## src/skla_pkg.sv

```systemverilog
package skla_pkg;

   localparam int SEM_ENTRIES = 64;
   localparam int PROCESSES   = 64;

   localparam int IDX_W     = (SEM_ENTRIES > 1) ? $clog2(SEM_ENTRIES) : 1;
   localparam int CNT_W     = $clog2(PROCESSES + 1);
   localparam int KEY_W     = 32;
   localparam int PROC_IN_W = 6;
   localparam int ID_W      = 6;
   localparam int COUNT_W   = 7;

   typedef enum logic [1:0] {
      ST_IDLE,
      ST_SEARCH,
      ST_UPDATE
   } state_type;

   // search token travelling down the cell chain
   typedef struct packed {
      logic             valid;
      logic [KEY_W-1:0] key;
      logic             match_found;
      logic [IDX_W-1:0] match_idx;
      logic [CNT_W-1:0] match_users;
      logic             free_found;
      logic [IDX_W-1:0] free_idx;
   } search_token_type;

   // write-back command broadcast to all cells
   typedef struct packed {
      logic                 valid;
      logic                 create;
      logic [IDX_W-1:0]     idx;
      logic [KEY_W-1:0]     key;
      logic [CNT_W-1:0]     users;
      logic                 proc_ok;
      logic [PROC_IN_W-1:0] proc;
   } write_cmd_type;

endpackage

```

## src/skla_cell.sv

```systemverilog
module skla_cell (
   input  logic                           clock,
   input  logic                           reset,
   input  logic [skla_pkg::IDX_W-1:0]     cell_index,
   input  skla_pkg::search_token_type     left_token,
   output skla_pkg::search_token_type     right_token,
   input  skla_pkg::write_cmd_type        wr_cmd
);
   import skla_pkg::*;

   logic                  active_ff, active_in;
   logic [KEY_W-1:0]      key_ff, key_in;
   logic [CNT_W-1:0]      users_ff, users_in;
   logic [PROCESSES-1:0]  member_ff, member_in;
   search_token_type      slot_ff, slot_in;
   logic                  wr_hit;

   // examine this entry as the token passes
   always_comb begin
      slot_in = left_token;
      if (left_token.valid) begin
         if (active_ff && (key_ff == left_token.key) && !left_token.match_found) begin
            slot_in.match_found = 1'b1;
            slot_in.match_idx   = cell_index;
            slot_in.match_users = users_ff;
         end
         if (!active_ff && !left_token.free_found) begin
            slot_in.free_found = 1'b1;
            slot_in.free_idx   = cell_index;
         end
      end
   end

   assign wr_hit = wr_cmd.valid && (wr_cmd.idx == cell_index);

   always_comb begin
      active_in = active_ff | (wr_hit & wr_cmd.create);
      key_in    = (wr_hit && wr_cmd.create) ? wr_cmd.key : key_ff;
      users_in  = wr_hit ? wr_cmd.users : users_ff;
      for (int p = 0; p < PROCESSES; p++) begin
         member_in[p] = member_ff[p] |
                        (wr_hit && wr_cmd.proc_ok && (int'(wr_cmd.proc) == p));
      end
   end

   always_ff @(posedge clock) begin
      if (reset) begin
         active_ff     <= 1'b0;
         member_ff     <= '0;
         slot_ff.valid <= 1'b0;
      end else begin
         active_ff     <= active_in;
         member_ff     <= member_in;
         slot_ff.valid <= slot_in.valid;
      end
      key_ff              <= key_in;
      users_ff            <= users_in;
      slot_ff.key         <= slot_in.key;
      slot_ff.match_found <= slot_in.match_found;
      slot_ff.match_idx   <= slot_in.match_idx;
      slot_ff.match_users <= slot_in.match_users;
      slot_ff.free_found  <= slot_in.free_found;
      slot_ff.free_idx    <= slot_in.free_idx;
   end

   assign right_token = slot_ff;

endmodule

```

## config.mk

```make
export PLATFORM = sky130hd
export DESIGN_NAME = skla_cell
export DESIGN_NICKNAME = d
export VERILOG_FILES = /design/src/skla_pkg.sv /design/src/skla_cell.sv
export SDC_FILE = /design/constraint.sdc
export NUM_CORES = 1
export LEC_CHECK = 0
export BUFFER_PORTS_ARGS = -buffer_cell sky130_fd_sc_hd__buf_2
export CORE_MARGIN = 8
export CORE_UTILIZATION = 40
export CTS_CLUSTER_DIAMETER = 60
export DETAILED_ROUTE_END_ITERATION = 10
export PLACE_DENSITY = 0.71
export SLEW_MARGIN = 20
export SYNTH_ARGS = -nofsm -noshare
export SYNTH_HDL_FRONTEND = slang
export SYNTH_SLANG_ARGS = --single-unit
```

## constraint.sdc

```tcl
create_clock -name clock -period 9.4 [get_ports clock]
set_clock_uncertainty 0.2 [all_clocks]
set_input_delay 1.88 -clock clock [delete_from_list [all_inputs] [get_ports clock]]
set_output_delay 1.88 -clock clock [all_outputs]
set_load 0.005 [all_outputs]
```

==> results.py <==
metrics = {
    "outcome": {
        "status": "finished clean",
    },
    "synth": {
        "ys_warn_count": 0,
        "avgSynthCellArea_um2": 16.5,
        "ys_types": 24,
        "ys_seq_elements": 94,
        "syn_area_mm2": 0.00306,
        "synth_cells": 186,
        "syn_nets": 302,
        "ys_seq_area_share_pct": 74.2,
    },
    "clock_tree": {
        "clk_pin_slew_ns": 0.09,
        "postCtsSetupRepairBufs": 0,
        "numCtsBuffers": 9,
        "clock-sinks": 94,
        "cts_tree": "done",
        "clock_latency_ns": 0.35,
        "cts.path.max_buffers": 2,
        "post_cts_resized": 0,
        "cts.htree.levels": 3,
        "root_buffer": "clkbuf_8",
        "hold_buffers": 0,
    },
    "die": {
        "coreArea_mm2": 0.00757,
        "die_area_mm2": 0.0107,
        "num_rows": 32,
        "die_h_um": 104,
        "dieWidth_um": 104,
        "pin_count": 170,
        "start_util_pct": 40.5,
    },
    "final_layout": {
        "syn2layout_area_growth_pct": 37.8,
        "final_common_cell": "buf_2",
        "num-nets-final": 476,
        "fillerInstances": 654,
        "final_cell_area_mm2": 0.00422,
        "num_antenna_cells": 0,
        "utilization_pct": 55.8,
        "layout_common_cells": "buf_2, dfxtp_1, edfxtp_1",
        "drive_gt1_share_pct": 55.3,
    },
    "detailed_routing": {
        "wl_per_cell_um": 15.4,
        "wl_met2_mm": 3.89,
        "top_layer_used": "met5",
        "remaining_drc_errors": 0,
        "routed_wl_mm": 7.17,
        "ant_nets": 0,
        "via_per_inst": 4.30,
        "drtIter0Drc": 25,
        "routed-wl-met3_um": 457,
        "vias": 2007,
        "wl_met1_mm": 2.67,
        "dr.pass1.iters": 4,
    },
    "setup_path": {
        "cp_slowest_cell": "nand4_2",
        "slowest_delay_ns": 0.57,
        "startpoint_type": "input port",
        "r2r-start": "key_ff[21]",
        "endpoint_kind": "flip-flop",
        "critPathKind": "in -> reg",
        "path_cells": "buf_2 > xnor2_1 > nand3_1 > nor3_1 > nand4_2 > mux2_4",
        "required_ns": 9.43,
        "rr_worst_depth": 5,
        "arrival_ns": 3.72,
        "crit_fanout": 13,
        "r2r_slack_ns": 6.96,
        "regToRegEndpoint": "right_token[14]",
    },
    "placed_design": {
        "routabilityCongestion": 0.718,
        "dp_hpwl_mm": 5.97,
        "numPortBuffers": 162,
        "placed_area_mm2": 0.00401,
    },
    "power_and_ir_drop": {
        "p_leak_nw": 1.87,
        "fin_total_pwr_w": 0.000776,
        "power.density_mw_per_mm2": 184,
        "ir_worst_vdd_uv": 89.6,
    },
    "timing": {
        "fin_setup_tns_ns": 0,
        "drv_slew": 0,
        "fin_crit_ns": 3.69,
        "hold_slack_ns": 0.281,
        "fin_crit_sh_pct": 39.2,
        "worst_pin_slew_ns": 0.585,
        "rsz0062_at_grt": "false",
        "setup_viol": 0,
        "slew_headroom_pct": 60.9,
        "fmax_mhz": 271,
        "hold_viol": 0,
    },
    "run": {
        "maxCapViolCount": 0,
    },
    "hold_path": {
        "holdPathStages": 1,
        "hold_path_end": "right_token[11]",
        "hold_path_class": "reg -> reg",
        "hp-start": "users_ff[4]",
    },
    "grt": {
        "gr-total-overflow": 0,
        "grt_pass1_wl_mm": 11.2,
        "grt_antenna_before_repair": 1,
        "first_global_vias": 2271,
        "grt.total_usage_pct": 13.1,
        "grt_max_degree": 25,
    },
}
-- worst max path at each step --
stage | startpoint | to | slack (ns) | cells after the start
final | left_token[42] | right_token[14] | 5.71 | 6
after floorplan | cell_index[5] | key_ff[0] | 4.90 | 3
after global placement | left_token[42] | right_token[12] | 5.34 | 6
after detailed placement | left_token[42] | right_token[14] | 5.33 | 6
after CTS | left_token[42] | right_token[14] | 5.71 | 6
after global routing | left_token[29] | right_token[14] | 5.56 | 6
-- through the flow --
step           setup WS, ns  instances
2_1_floorplan          4.90        186
3_3_place_gp           5.34        451
3_5_place_dp           5.33        451
4_1_cts                5.71        467
5_1_grt                5.56        467
6_report               5.71        467
-- flip-flops by register name, summed over array words and instances (netlist names) --
register,cells
users_ff,7
active_ff,1
right_token,54
key_ff,32
-- layout make-up --
class	count	area [um2]	area share [%]
inverters	6	22.5	0.533
repair buffers	164	826	19.6
well taps	102	128	3.02
multi-input cells	85	763	18.1
clock buffers	9	124	2.93
flip-flops and latches	94	2270	53.8
clock inverters	7	86.3	2.05
-- layer usage --
metal	vias to the layer above	GRT usage [%]
met3	14	4.21
met4	2	6.82
met1	912	12.4
met5	-	0
met2	71	24.7
li1	1008	-
-- cell usage after synthesis --
library cell	n	area (um2)
a41o_1	1	10.0
nand4_1	6	37.5
and3_1	1	6.26
and2_1	2	12.5
dfxtp_1	55	1100
nand3_1	1	5.00
nor2_1	3	11.3
nand4_2	1	12.5
mux2_2	9	101
inv_1	6	22.5
xnor2_1	26	228
nor3_1	2	10.0
mux2_4	10	150
buf_6	1	11.3
a222oi_1	1	10.0
xor2_1	4	35.0
nor4_1	2	12.5
edfxtp_1	39	1170
a21oi_1	1	5.00
a221oi_1	1	8.76
a2111oi_2	1	15.0
o2111ai_1	2	17.5
nand2b_1	7	43.8
nor2b_1	4	25.0
-- report_power, final --
part	internal, W	switching, W	total (W)
registers	0.000438	0.00000314	0.000441
logic	0.0000361	0.0000240	0.0000601
clock network	0.000129	0.000145	0.000275
-- kinds of logic after synthesis --
| family | synth area share [%] |
|---|---|
| flip-flops | 74.2 |
| multiplexers | 8.21 |
| buffers and inverters | 1.10 |
| XOR/XNOR | 8.58 |
| AO/OA/AOI/OAI | 2.16 |
| AND/OR/NAND/NOR | 5.76 |
-- critical path: cells and delay by family --
family        cells  cell delay (ns)
simple gates      3             1.09
buf+inv           1             0.11
xor+xnor          1             0.16
mux               1             0.48
No activity file was read; power rests on OpenSTA's default activity.
